`src/hw/rtl/lr_pkg.sv`:
```
// lr_pkg: shared types and constants for the line rasterizer
// holds the line request and pixel result structs, register codes and field widths
// no dependencies
package lr_pkg;

    localparam int COORD_W = 6;
    localparam int WIN_W   = 7;
    localparam int DEF_MAX_WIDTH  = 64;
    localparam int DEF_MAX_HEIGHT = 64;

    localparam logic REG_WINDOW_WIDTH  = 1'b0;
    localparam logic REG_WINDOW_HEIGHT = 1'b1;

    typedef struct packed {
        logic signed [7:0] start_x;
        logic signed [7:0] start_y;
        logic signed [7:0] end_x;
        logic signed [7:0] end_y;
        logic [7:0]        pen_color;
    } lr_line_t;

    typedef struct packed {
        logic [COORD_W-1:0] pixel_x;
        logic [COORD_W-1:0] pixel_y;
        logic [7:0]         pixel_color;
        logic               bad_endpoint;
        logic               last_pixel;
    } lr_pixel_t;

endpackage

```
`src/hw/rtl/line_rasterizer.sv`:
```
// line_rasterizer: steps one line request into its pixel writes with per-axis error accumulators
// depends on lr_pkg for the request and result structs
// a request is registered on acceptance, set up in ST_SETUP, and its first pixel is registered in ST_RUN
// throughput: one pixel per cycle while the output is free (not holding a pixel with m_ready low),
// set by the single step unit that updates both accumulators once per pixel
// a new request is taken only after the last pixel of the current line has been registered
// reset: synchronous active-low aresetn; window registers return to 64, output empties
module line_rasterizer
    import lr_pkg::*;
#(
    parameter int MAX_WIDTH  = DEF_MAX_WIDTH,
    parameter int MAX_HEIGHT = DEF_MAX_HEIGHT
) (
    input  logic        aclk,
    input  logic        aresetn,
    input  logic        s_valid,
    output logic        s_ready,
    input  lr_line_t    s_line,
    output logic        m_valid,
    input  logic        m_ready,
    output lr_pixel_t   m_pixel,
    input  logic        psel,
    input  logic        penable,
    input  logic        pwrite,
    input  logic [2:0]  paddr,
    input  logic [31:0] pwdata,
    output logic [31:0] prdata,
    output logic        pready
);

    localparam logic [WIN_W-1:0] MAX_W = WIN_W'(MAX_WIDTH);
    localparam logic [WIN_W-1:0] MAX_H = WIN_W'(MAX_HEIGHT);

    typedef enum logic [1:0] {
        ST_IDLE,
        ST_SETUP,
        ST_RUN
    } state_t;

    state_t              state_reg;
    logic [WIN_W-1:0]    width_reg;
    logic [WIN_W-1:0]    height_reg;
    lr_line_t            line_reg;
    logic                bad_reg;
    logic [COORD_W-1:0]  x_reg, y_reg;
    logic [COORD_W-1:0]  dx_reg, dy_reg, dist_reg, cnt_reg;
    logic                sx_neg_reg, sy_neg_reg;
    logic [WIN_W-1:0]    ex_reg, ey_reg;
    logic                m_valid_reg;
    lr_pixel_t           m_pixel_reg;

    logic [WIN_W-1:0]    w_lim, h_lim;
    logic                bad;
    logic [WIN_W-1:0]    diff_x, diff_y;
    logic [COORD_W-1:0]  adx, ady, span;
    logic [WIN_W-1:0]    ex_sum, ey_sum, ex_next, ey_next;
    logic                step_x, step_y;
    logic                out_free;
    logic                cfg_wr;

    // configuration port
    assign pready = 1'b1;
    assign cfg_wr = psel && penable && pwrite;

    always_ff @(posedge aclk) begin
        if (!aresetn) begin
            width_reg  <= WIN_W'(64);
            height_reg <= WIN_W'(64);
        end else if (cfg_wr) begin
            unique case (paddr[2])
                REG_WINDOW_WIDTH:  width_reg  <= pwdata[WIN_W-1:0];
                REG_WINDOW_HEIGHT: height_reg <= pwdata[WIN_W-1:0];
                default: ;
            endcase
        end
    end

    always_comb begin
        unique case (paddr[2])
            REG_WINDOW_WIDTH:  prdata = {{(32-WIN_W){1'b0}}, width_reg};
            REG_WINDOW_HEIGHT: prdata = {{(32-WIN_W){1'b0}}, height_reg};
            default:           prdata = '0;
        endcase
    end

    // window check and deltas
    assign w_lim = (width_reg > MAX_W) ? MAX_W : width_reg;
    assign h_lim = (height_reg > MAX_H) ? MAX_H : height_reg;

    assign bad = line_reg.start_x[7] || (line_reg.start_x[6:0] >= w_lim)
              || line_reg.start_y[7] || (line_reg.start_y[6:0] >= h_lim)
              || line_reg.end_x[7]   || (line_reg.end_x[6:0]   >= w_lim)
              || line_reg.end_y[7]   || (line_reg.end_y[6:0]   >= h_lim);

    assign diff_x = {1'b0, line_reg.end_x[COORD_W-1:0]} - {1'b0, line_reg.start_x[COORD_W-1:0]};
    assign diff_y = {1'b0, line_reg.end_y[COORD_W-1:0]} - {1'b0, line_reg.start_y[COORD_W-1:0]};
    assign adx  = diff_x[WIN_W-1] ? COORD_W'(-diff_x) : diff_x[COORD_W-1:0];
    assign ady  = diff_y[WIN_W-1] ? COORD_W'(-diff_y) : diff_y[COORD_W-1:0];
    assign span = (adx > ady) ? adx : ady;

    // step unit
    assign ex_sum  = ex_reg + {1'b0, dx_reg};
    assign ey_sum  = ey_reg + {1'b0, dy_reg};
    assign step_x  = ex_sum > {1'b0, dist_reg};
    assign step_y  = ey_sum > {1'b0, dist_reg};
    assign ex_next = step_x ? ex_sum - {1'b0, dist_reg} : ex_sum;
    assign ey_next = step_y ? ey_sum - {1'b0, dist_reg} : ey_sum;

    assign out_free = !m_valid_reg || m_ready;
    assign s_ready  = (state_reg == ST_IDLE);
    assign m_valid  = m_valid_reg;
    assign m_pixel  = m_pixel_reg;

    always_ff @(posedge aclk) begin
        if (!aresetn) begin
            state_reg   <= ST_IDLE;
            m_valid_reg <= 1'b0;
        end else begin
            if (m_valid_reg && m_ready && (state_reg != ST_RUN)) begin
                m_valid_reg <= 1'b0;
            end
            unique case (state_reg)
                ST_IDLE: begin
                    if (s_valid) begin
                        line_reg  <= s_line;
                        state_reg <= ST_SETUP;
                    end
                end
                ST_SETUP: begin
                    bad_reg    <= bad;
                    x_reg      <= line_reg.start_x[COORD_W-1:0];
                    y_reg      <= line_reg.start_y[COORD_W-1:0];
                    dx_reg     <= adx;
                    dy_reg     <= ady;
                    dist_reg   <= span;
                    sx_neg_reg <= diff_x[WIN_W-1];
                    sy_neg_reg <= diff_y[WIN_W-1];
                    ex_reg     <= {1'b0, adx};
                    ey_reg     <= {1'b0, ady};
                    cnt_reg    <= '0;
                    state_reg  <= ST_RUN;
                end
                ST_RUN: begin
                    if (out_free) begin
                        m_valid_reg <= 1'b1;
                        if (bad_reg) begin
                            m_pixel_reg <= '{pixel_x: '0, pixel_y: '0, pixel_color: '0,
                                             bad_endpoint: 1'b1, last_pixel: 1'b1};
                            state_reg   <= ST_IDLE;
                        end else begin
                            m_pixel_reg <= '{pixel_x: x_reg, pixel_y: y_reg,
                                             pixel_color: line_reg.pen_color,
                                             bad_endpoint: 1'b0,
                                             last_pixel: (cnt_reg == dist_reg)};
                            ex_reg  <= ex_next;
                            ey_reg  <= ey_next;
                            cnt_reg <= cnt_reg + 1'b1;
                            if (step_x) begin
                                x_reg <= sx_neg_reg ? x_reg - 1'b1 : x_reg + 1'b1;
                            end
                            if (step_y) begin
                                y_reg <= sy_neg_reg ? y_reg - 1'b1 : y_reg + 1'b1;
                            end
                            if (cnt_reg == dist_reg) begin
                                state_reg <= ST_IDLE;
                            end
                        end
                    end
                end
                default: state_reg <= ST_IDLE;
            endcase
        end
    end

endmodule

```
`config.mk`:
```
export PLATFORM = sky130hd
export DESIGN_NAME = line_rasterizer
export DESIGN_NICKNAME = d
export VERILOG_FILES = /design/src/hw/rtl/lr_pkg.sv /design/src/hw/rtl/line_rasterizer.sv
export SDC_FILE = /design/constraint.sdc
export NUM_CORES = 1
export LEC_CHECK = 0
export BUFFER_PORTS_ARGS = -buffer_cell sky130_fd_sc_hd__buf_2
export CORE_MARGIN = 10
export CORE_UTILIZATION = 45
export DETAILED_ROUTE_END_ITERATION = 10
export PLACE_DENSITY = 0.67
export SETUP_SLACK_MARGIN = 0.02
export SLEW_MARGIN = 20
export SYNTH_ARGS = -nofsm -noshare
export SYNTH_HDL_FRONTEND = slang
export SYNTH_SLANG_ARGS = --single-unit
```
`constraint.sdc`:
```
create_clock -name aclk -period 3.2 [get_ports aclk]
set_input_delay 0.32 -clock aclk [delete_from_list [all_inputs] [get_ports aclk]]
set_output_delay 0.32 -clock aclk [all_outputs]
set_load 0.02 [all_outputs]
```
**Word level (Yosys, flattened, before mapping)**

Cells that the tools add are included.

- Word-level logic and storage cells: 118
- Output and inout port bits: 57
- Register bits: 132
- Input bits: 82

- $add $sub $neg: 13
- Reductions and logical operators: 24
- Equality and inequality tests: 10
- $lt $le $gt $ge: 9
- Muxes and demuxes: 36
- Bitwise gates (word level): 1

Operators with widths:

| cell | number |
|---|---|
| $mux W6 | 13 |
| $pmux W32 S2 | 1 |
| $mux W7 | 8 |
| $pmux W6 S2 | 3 |
| $ge A7 B7 Y1 | 4 |
| $pmux W7 S2 | 2 |
| $add A6 B1 Y6 const B | 3 |
| $add A7 B6 Y7 | 2 |
| $gt A7 B6 Y1 | 2 |
| $gt A7 B7 Y1 const B | 2 |
| $sub A6 B6 Y7 | 2 |
| $sub A7 B6 Y7 | 2 |
| $ne A2 B2 Y1 const B | 6 |
| $neg A6 Y6 | 2 |
| $sub A6 B1 Y6 const B | 2 |
| $mux W2 | 5 |
| $reduce_and A5 Y1 | 2 |
| $reduce_and A3 Y1 | 3 |
| $logic_or A1 B1 Y1 | 8 |
| $eq A6 B6 Y1 | 1 |
| $gt A6 B6 Y1 | 1 |
| $pmux W2 S3 | 1 |
| $reduce_and A2 Y1 | 3 |
| $logic_and A1 B1 Y1 | 4 |
| 9 further kinds | 11 |

**Depth between registers and ports, before layout**

Gate-level depths: netlist of the first run.

- Depth after elaboration: 10
- Mapped depth: 15
- Gate-level depth less buffers: 15

**Worst setup path before layout of the first run**

Ideal clock, no wire load.

- Path kind: register to register
- From: reg line_reg[8] (netlist name)
- To: reg dist_reg[1] (data pin)
- Arrival time: 3.286 ns
- Period minus slack after synthesis: 3.546 ns
- Data required time: 2.940 ns
- Path slack: -0.346 ns
- Setup time: 0.260 ns
- Buffers on the path: 0
- Cell stages (with the launch flop): 15
- Path through: edfxtp_1 inv_1 ha_1 inv_1 fa_1 a211oi_1 o21ai_0 a21oi_2 o31ai_1 xnor2_1 ha_1 nand4_1 o22ai_1 a21oi_1 mux2_2

- Elaborated cells between the ends (all ways): 5
- Those cells by class: add/sub: 2; order compare: 1; mux: 2

RTL lines:

| element | line | source |
|---|---|---|
| from (decl) | line_rasterizer.sv:43 | `lr_line_t line_reg;` |
| from (signal assigned) | line_rasterizer.sv:125 | `line_reg <= s_line;` |
| $sub A6 B6 Y7 (*) | line_rasterizer.sv:96 | `assign diff_y = {1'b0, line_reg.end_y[COORD_W-1:0]} - {1'b0, line_reg.start_y[COORD_W-1:0]};` |
| net diff_y[6] | line_rasterizer.sv:54 | `logic [WIN_W-1:0] diff_x, diff_y;` |
| $mux W6 (*) | line_rasterizer.sv:98 | `assign ady = diff_y[WIN_W-1] ? COORD_W'(-diff_y) : diff_y[COORD_W-1:0];` |
| $gt A6 B6 Y1 | line_rasterizer.sv:99 | `assign span = (adx > ady) ? adx : ady;` |
| $mux W6 (*) | line_rasterizer.sv:99 |  |
| net span[1] | line_rasterizer.sv:55 | `logic [COORD_W-1:0] adx, ady, span;` |
| to (signal assigned) | line_rasterizer.sv:135 | `dist_reg <= span;` |
| to (decl) | line_rasterizer.sv:46 | `logic [COORD_W-1:0] dx_reg, dy_reg, dist_reg, cnt_reg;` |

The timed path passes the listed nets; every way through them passes the cells marked *.
A chain may end at the register's enable or synchronous reset.

**Final worst setup path of the first run**

Same ends and word-level chain as after synthesis.

==> results.py, run 1 <==
metrics = {
    "synthesis": {
        "synthDominantCellAreaShare_pct": 42.6,
        "ys.flop_type": "sky130_fd_sc_hd__edfxtp_1",
        "synth_most_common_cell": "sky130_fd_sc_hd__edfxtp_1",
        "netlist-cell-type-count": 59,
        "synth_edf_count": 115,
        "synth.ff_latch_count": 132,
        "synthCells": 750,
        "synth_area_per_cell_sq_um": 10.8,
        "syn_area_sq_um": 8100,
        "synthTopCellsByCount": "115 x sky130_fd_sc_hd__edfxtp_1, 81 x sky130_fd_sc_hd__ha_1, 66 x sky130_fd_sc_hd__inv_1",
        "ys_async_sr_fraction_pct": 0,
        "synth.yosys.seq_area_share_pct": 46.8,
        "cell_type_with_the_highest_aggregate_area_in_the_netlist": "sky130_fd_sc_hd__edfxtp_1",
        "yosysWarningCount": 0,
        "synth.top_cells.by_area": "sky130_fd_sc_hd__edfxtp_1 43%, sky130_fd_sc_hd__ha_1 13%, sky130_fd_sc_hd__dfxtp_1 4.2%, sky130_fd_sc_hd__inv_1 3.1%, sky130_fd_sc_hd__nand2_1 3.0%",
    },
    "clock_tree": {
        "tritoncts_clock_tree": "built",
        "clock_sink_count": 132,
        "cts_htree_levels": 4,
        "clk_pin_slew_worst_paths_ns": 0.07,
        "cts-buffers-inserted": 17,
        "worst_skew_pair.late_latency_ns": 0.43,
        "clockRootBuffer": "sky130_fd_sc_hd__clkbuf_16",
        "cts.path.max_buffers": 2,
        "hold_buffers": 0,
    },
    "sta": {
        "fmax_mhz": 306,
        "layout_worst_path_cycle_share_pct": 102,
        "report.final.slew_viol_count": 0,
        "max_slew_headroom_at_the_worst_pin_pct": 38.7,
        "hold_violations": 0,
        "clock-skew-final_ns": 0.0109,
        "setup_tns_ns": -0.203,
        "unrepaired_setup_endpoints_after_global_routing": "true",
        "final_layout_worst_hold_slack_ns": 0.0624,
        "period_needed_ns": 3.26,
        "worst_slew_pin_slew_ns": 0.919,
        "final.setup.worst_slack_ns": -0.0627,
        "finalSetupViolCount": 6,
    },
    "floorplan": {
        "chipWidth_um": 154,
        "initial_core_util_pct": 45.4,
        "coreArea_sq_um": 17800,
        "dieArea_sq_um": 23800,
        "io_pins": 139,
        "std_cell_rows": 49,
        "die_y_um": 154,
    },
    "final_layout": {
        "layout-area-overhead-vs-synth_pct": 23.9,
        "design.final.nets": 1066,
        "utilization_pct": 56.3,
        "num_antenna_cells": 0,
        "largest_register_ffs": 40,
        "postLayoutCellArea_sq_um": 10000,
        "final_layout_size_suffix_gt1_share_pct": 27.3,
    },
    "route": {
        "antenna_violating_nets_post_route": 0,
        "postRouteWirelength_um": 18700,
        "vias_per_cell": 5.21,
        "dr.first_iter.drc_count": 332,
        "dr_total_vias": 5922,
        "drcViolationCount": 0,
        "firstDrtPassIters": 5,
        "dr_wl_cell_um": 16.5,
    },
    "critical_path": {
        "timing.critical_path.fanout_max": 4,
        "worstPathRequired_ns": 3.38,
        "worstSetupEndpointType": "register",
        "timing.critical_path.buf_inv": 3,
        "worst_setup_path_type": "reg -> reg",
        "timing.critical_path.slowest_stage_cell": "sky130_fd_sc_hd__fa_2",
        "timing.critical_path.arrival_ns": 3.44,
        "path_delay_family": "compound AO/OA/AOI/OAI gates",
        "r2r_start": "line_reg[8]",
        "crit_path_cell_chain": "inv_2 -> ha_4 -> inv_2 -> fa_2 -> a211oi_4 -> o21ai_2 -> a21oi_2 -> buf_4 -> o31ai_4 -> xnor2_2 -> ha_1 -> nand4_1 -> o22ai_1 -> a21oi_2 -> mux2_4",
        "crit_start": "line_reg[8]",
        "timing.critical_path.slowest_cell_delay_ns": 0.39,
        "setup.worst_path.start_class": "register",
    },
    "global_routing": {
        "antenna_found_initial": 0,
        "grt.total_usage_pct": 15.4,
        "vias_in_the_first_global_route": 6003,
        "grt_max_degree": 44,
        "overflow": 0,
        "global_route_wire_length_before_repair_um": 29900,
    },
    "power_and_ir_drop": {
        "p_leak_nw": 4.11,
        "powerDensity_nw_per_um2": 533,
        "peakVddDrop_mv": 0.450,
    },
    "placement": {
        "placed_cell_area_sq_um": 9040,
        "place.gp.congestion": 0.866,
        "pre_cts_ws_ns": -0.0512,
        "port_buf_inserts": 85,
        "dp_hpwl_um": 14000,
    },
    "worst_hold_path": {
        "worst_hold_launch": "s_line[28]",
        "holdCritPathClass": "in -> reg",
    },
    "outcome": {
        "failing_checks": "negative setup slack",
        "run_status": "finished, violations left",
    },
    "job": {
        "cap_violations": 0,
    },
}
cell usage in the layout, fill, tap and decap left out, types with 8 or more instances in the layout:
master                      synthesis  final
sky130_fd_sc_hd__a21o_1            11     11
sky130_fd_sc_hd__nor2b_1           32     30
sky130_fd_sc_hd__xnor2_1           23     20
sky130_fd_sc_hd__xor2_1            21     18
sky130_fd_sc_hd__nand2b_1          13     12
sky130_fd_sc_hd__dfxtp_1           17     17
sky130_fd_sc_hd__ha_1              81     71
sky130_fd_sc_hd__mux2_2            10      8
sky130_fd_sc_hd__nand3_1            8      8
sky130_fd_sc_hd__buf_4             26     53
sky130_fd_sc_hd__clkbuf_16          0     18
sky130_fd_sc_hd__nand2_1           64     64
sky130_fd_sc_hd__nor2_1            41     37
sky130_fd_sc_hd__conb_1             2     26
sky130_fd_sc_hd__edfxtp_1         115    115
sky130_fd_sc_hd__buf_2              1     85
sky130_fd_sc_hd__inv_1             66     61
sky130_fd_sc_hd__nor3_1             9      9
sky130_fd_sc_hd__mux2i_1           16     15
sky130_fd_sc_hd__a21oi_1           40     30
sky130_fd_sc_hd__o21ai_0           38     36
sky130_fd_sc_hd__a21oi_2            1     11
sky130_fd_sc_hd__a21boi_0          14     14
layout make-up:
cell class	instances	area, sq um
fillers	1483	7800
multi-input cells	534	4220
flip-flops and latches	132	3790
repair buffers	143	902
clock buffers	17	425
well taps	229	287
inverters	67	251
clock inverters	15	164
final timing paths:
check,cells after the start,to,slack (ns)
min,1,line_reg[28],0.06
max,15,dist_reg[1],-0.06
min reg2reg,2,height_reg[1],0.48
max reg2reg,15,dist_reg[1],-0.06
power by group:
group          switching [W]  internal (W)  leakage (nW)
Sequential         0.0000391       0.00198          1.16
Combinational       0.000720      0.000669          2.67
Clock               0.000845       0.00111         0.286
stage by stage:
| stage | cells | total power (W) |
|---|---|---|
| after floorplan | 774 | 0.00288 |
| after global placement | 1089 | 0.00320 |
| after detailed placement | 1089 | 0.00323 |
| after CTS | 1128 | 0.00522 |
| after global routing | 1137 | 0.00559 |
| final | 1137 | 0.00536 |
metal layers:
layer  vias to the layer above  wire (um)  global-route usage [%]
li1                       2933          -                       -
met1                      2812       8740                    20.3
met2                       159       8750                    24.1
met3                        18        993                    3.85
met4                         0        261                    5.22
met5                         -          0                       0
timing repair:
item                                    CTS  global route
endpoints found under the setup margin   10            30
buffers inserted                          7             8
gates cloned                              0             1
endpoints found under the hold margin     0             0
resized for setup                        12            41
pin swaps                                12            12
logic make-up after synthesis:
logic type | count (synthesis) | synth area share [%]
AO/OA/AOI/OAI | 159 | 12.8
XOR/XNOR | 44 | 4.76
adder cells (fa/ha/maj) | 89 | 14.5
buffers and inverters | 108 | 6.22
flip-flops | 132 | 46.8
multiplexers | 26 | 3.37
other | 2 | 0.0927
AND/OR/NAND/NOR | 190 | 11.4
No activity file was read; power rests on OpenSTA's default activity.
==> run 2, diff against run 1 <==
PLACE_DENSITY = 0.64   (was 0.67)
clock period = 4.11 ns   (was 3.2 ns; I/O delays follow)
==> run 2 against run 1 <==
- the flow now finishes without violations
- clock power shrank 17%
- die area stayed put
- critical path depth down 1
- utilization shrank 3.7 points
- count of clock-buffer cells in the layout is the same
- final area fell by 6.6%
- cell count fell by 4.2%
- setup slack improved by 0.46 ns
==> results.py, run 2 (synthesis gave the netlist of run 1 again) <==
metrics = {
    "final_layout": {
        "final.fill_count": 1579,
        "largest_register_ffs": 40,
        "final_layout_size_suffix_gt1_share_pct": 17.2,
        "layout_commonest_cell": "sky130_fd_sc_hd__edfxtp_1",
        "instances_no_fill": 1089,
        "sequential_cell_area_sq_um": 3790,
        "design.final.nets": 1018,
        "num_antenna_cells": 0,
        "layout-area-overhead-vs-synth_pct": 15.8,
        "postLayoutCellArea_sq_um": 9380,
        "multi_input_combinational_cell_area_sq_um": 3910,
        "mostFrequentLayoutCells": "115 x sky130_fd_sc_hd__edfxtp_1, 85 x sky130_fd_sc_hd__buf_2, 81 x sky130_fd_sc_hd__ha_1",
    },
    "power_and_ir_drop": {
        "combPwrFrac_pct": 20.5,
        "powerDensity_nw_per_um2": 427,
        "cell_internal_pwr_w": 0.00283,
        "peakVddDrop_mv": 0.291,
        "power_frac_clock_pct": 40.3,
        "pwr-share-seq_pct": 39.1,
        "totalPowerFinal_w": 0.00401,
        "power_switching_w": 0.00118,
        "p_leak_nw": 3.84,
        "switching_share_pct": 29.4,
    },
    "route": {
        "dr.first_iter.drc_count": 281,
        "dr_total_vias": 5663,
        "firstDrtPassIters": 5,
        "postRouteWirelength_um": 17700,
        "antenna_violating_nets_post_route": 0,
        "drcViolationCount": 0,
        "dr_wl_cell_um": 16.2,
        "vias_per_cell": 5.20,
    },
    "critical_path": {
        "worstPathRequired_ns": 4.28,
        "worstSetupEndpointType": "register",
        "timing.critical_path.arrival_ns": 3.89,
        "rr_worst_depth": 14,
        "setup.worst_path.start_class": "register",
        "worst_setup_path_type": "reg -> reg",
        "timing.critical_path.fanout_max": 6,
        "r2r_slack_ns": 0.39,
    },
    "global_routing": {
        "vias_in_the_first_global_route": 5786,
        "overflow": 0,
        "antenna_found_initial": 0,
        "global_route_wire_length_before_repair_um": 28700,
        "grt.total_usage_pct": 14.9,
        "grt_max_degree": 44,
    },
    "clock_tree": {
        "worst_skew_pair.late_latency_ns": 0.43,
        "clock_sink_count": 132,
        "post_cts_repair_timing_setup_buffer_count": 0,
        "clockRootBuffer": "sky130_fd_sc_hd__clkbuf_16",
        "clk_pin_slew_worst_paths_ns": 0.07,
        "cts_htree_levels": 4,
        "tritoncts_clock_tree": "built",
        "cts.path.max_buffers": 2,
        "cts-buffers-inserted": 17,
    },
    "floorplan": {
        "coreArea_sq_um": 17800,
        "io_pins": 139,
        "chipWidth_um": 154,
        "initial_core_util_pct": 45.4,
        "die_y_um": 154,
        "dieArea_sq_um": 23800,
        "std_cell_rows": 49,
    },
    "sta": {
        "max_slew_headroom_at_the_worst_pin_pct": 36.6,
        "report.final.slew_viol_count": 0,
        "finalSetupViolCount": 0,
        "setup_tns_ns": 0,
        "worst_slew_pin_slew_ns": 0.951,
        "clock-skew-final_ns": 0.0105,
        "fmax_mhz": 269,
        "unrepaired_setup_endpoints_after_global_routing": "false",
        "period_needed_ns": 3.72,
        "layout_worst_path_cycle_share_pct": 90.4,
        "hold_violations": 0,
    },
    "placement": {
        "placed_cells_incl_taps": 1056,
        "dp_hpwl_um": 13500,
        "placed_cell_area_sq_um": 8720,
        "port_buf_inserts": 85,
        "place.gp.congestion": 0.838,
    },
    "worst_hold_path": {
        "holdCritPathClass": "in -> reg",
        "min_path_cells": 1,
    },
    "job": {
        "cap_violations": 0,
    },
    "outcome": {
        "run_status": "finished, final reports clean",
    },
}
[run 2: cell types whose count changed in the layout (fill, tap and decap cells not counted), moves of 6 or more]
cell	before	now
sky130_fd_sc_hd__a21oi_1	30	40
sky130_fd_sc_hd__a21oi_2	11	1
sky130_fd_sc_hd__buf_4	53	9
sky130_fd_sc_hd__ha_1	71	81
sky130_fd_sc_hd__ha_4	6	0
[run 2: critical path: stages (launching register included)]
cell	delay, ns
sky130_fd_sc_hd__edfxtp_1	0.45
sky130_fd_sc_hd__ha_1	0.25
sky130_fd_sc_hd__fa_1	0.40
sky130_fd_sc_hd__nand2b_1	0.18
sky130_fd_sc_hd__a21oi_1	0.19
sky130_fd_sc_hd__o22ai_1	0.23
sky130_fd_sc_hd__o21ai_0	0.15
sky130_fd_sc_hd__xor2_1	0.35
sky130_fd_sc_hd__inv_1	0.12
sky130_fd_sc_hd__ha_1	0.21
sky130_fd_sc_hd__a2111oi_0	0.42
sky130_fd_sc_hd__a21oi_1	0.16
sky130_fd_sc_hd__buf_4	0.19
sky130_fd_sc_hd__nor2_1	0.10
sky130_fd_sc_hd__a21oi_1	0.05
[run 2: cell type report]
cell class | count | area share [%]
multi-input cells | 534 | 41.7
repair buffers | 95 | 5.41
flip-flops and latches | 132 | 40.4
inverters | 67 | 2.68
clock inverters | 15 | 2.19
clock buffers | 17 | 4.53
well taps | 229 | 3.05
[run 2: timing repair]
action                                  CTS  global route
hold buffers                              0             0
hold endpoints to repair                  0             0
gates resized for setup                   0             1
endpoints found under the setup margin    0             5
[run 2: routing by layer]
layer	share of wire [%]	wire, um	up-vias	GRT usage, %
met5	0	0	-	0
met4	2.3	411	0	6.03
met3	5.0	885	30	3.69
met1	46	8200	2640	18.9
li1	-	-	2851	-
met2	46	8170	142	23.9
[run 2: worst paths after layout]
| path | start | endpoint |
|---|---|---|
| max | line_reg[32] | dist_reg[0] |
| min | s_line[15] | line_reg[15] |
| max reg2reg | line_reg[32] | dist_reg[0] |
| min reg2reg | width_reg[3] | width_reg[3] |
[run 2: per-stage QoR]
stage	setup WS (ns)	hold slack, ns	util [%]
final	0.395	0.148	52.6
after global routing	0.0309	0.134	52.6
after CTS	0.414	0.133	52.4
after detailed placement	0.432	0.472	48.9
after global placement	0.541	0.466	48.9
after floorplan	0.564	0.448	-
[run 2: power groups by stage]
stage | logic (W) | clock network, W | registers (W)
after detailed placement | 0.000812 | 0 | 0.00160
after floorplan | 0.000613 | 0 | 0.00159
after CTS | 0.000818 | 0.00165 | 0.00157
final | 0.000823 | 0.00162 | 0.00157
after global placement | 0.000802 | 0 | 0.00160
after global routing | 0.000919 | 0.00170 | 0.00157
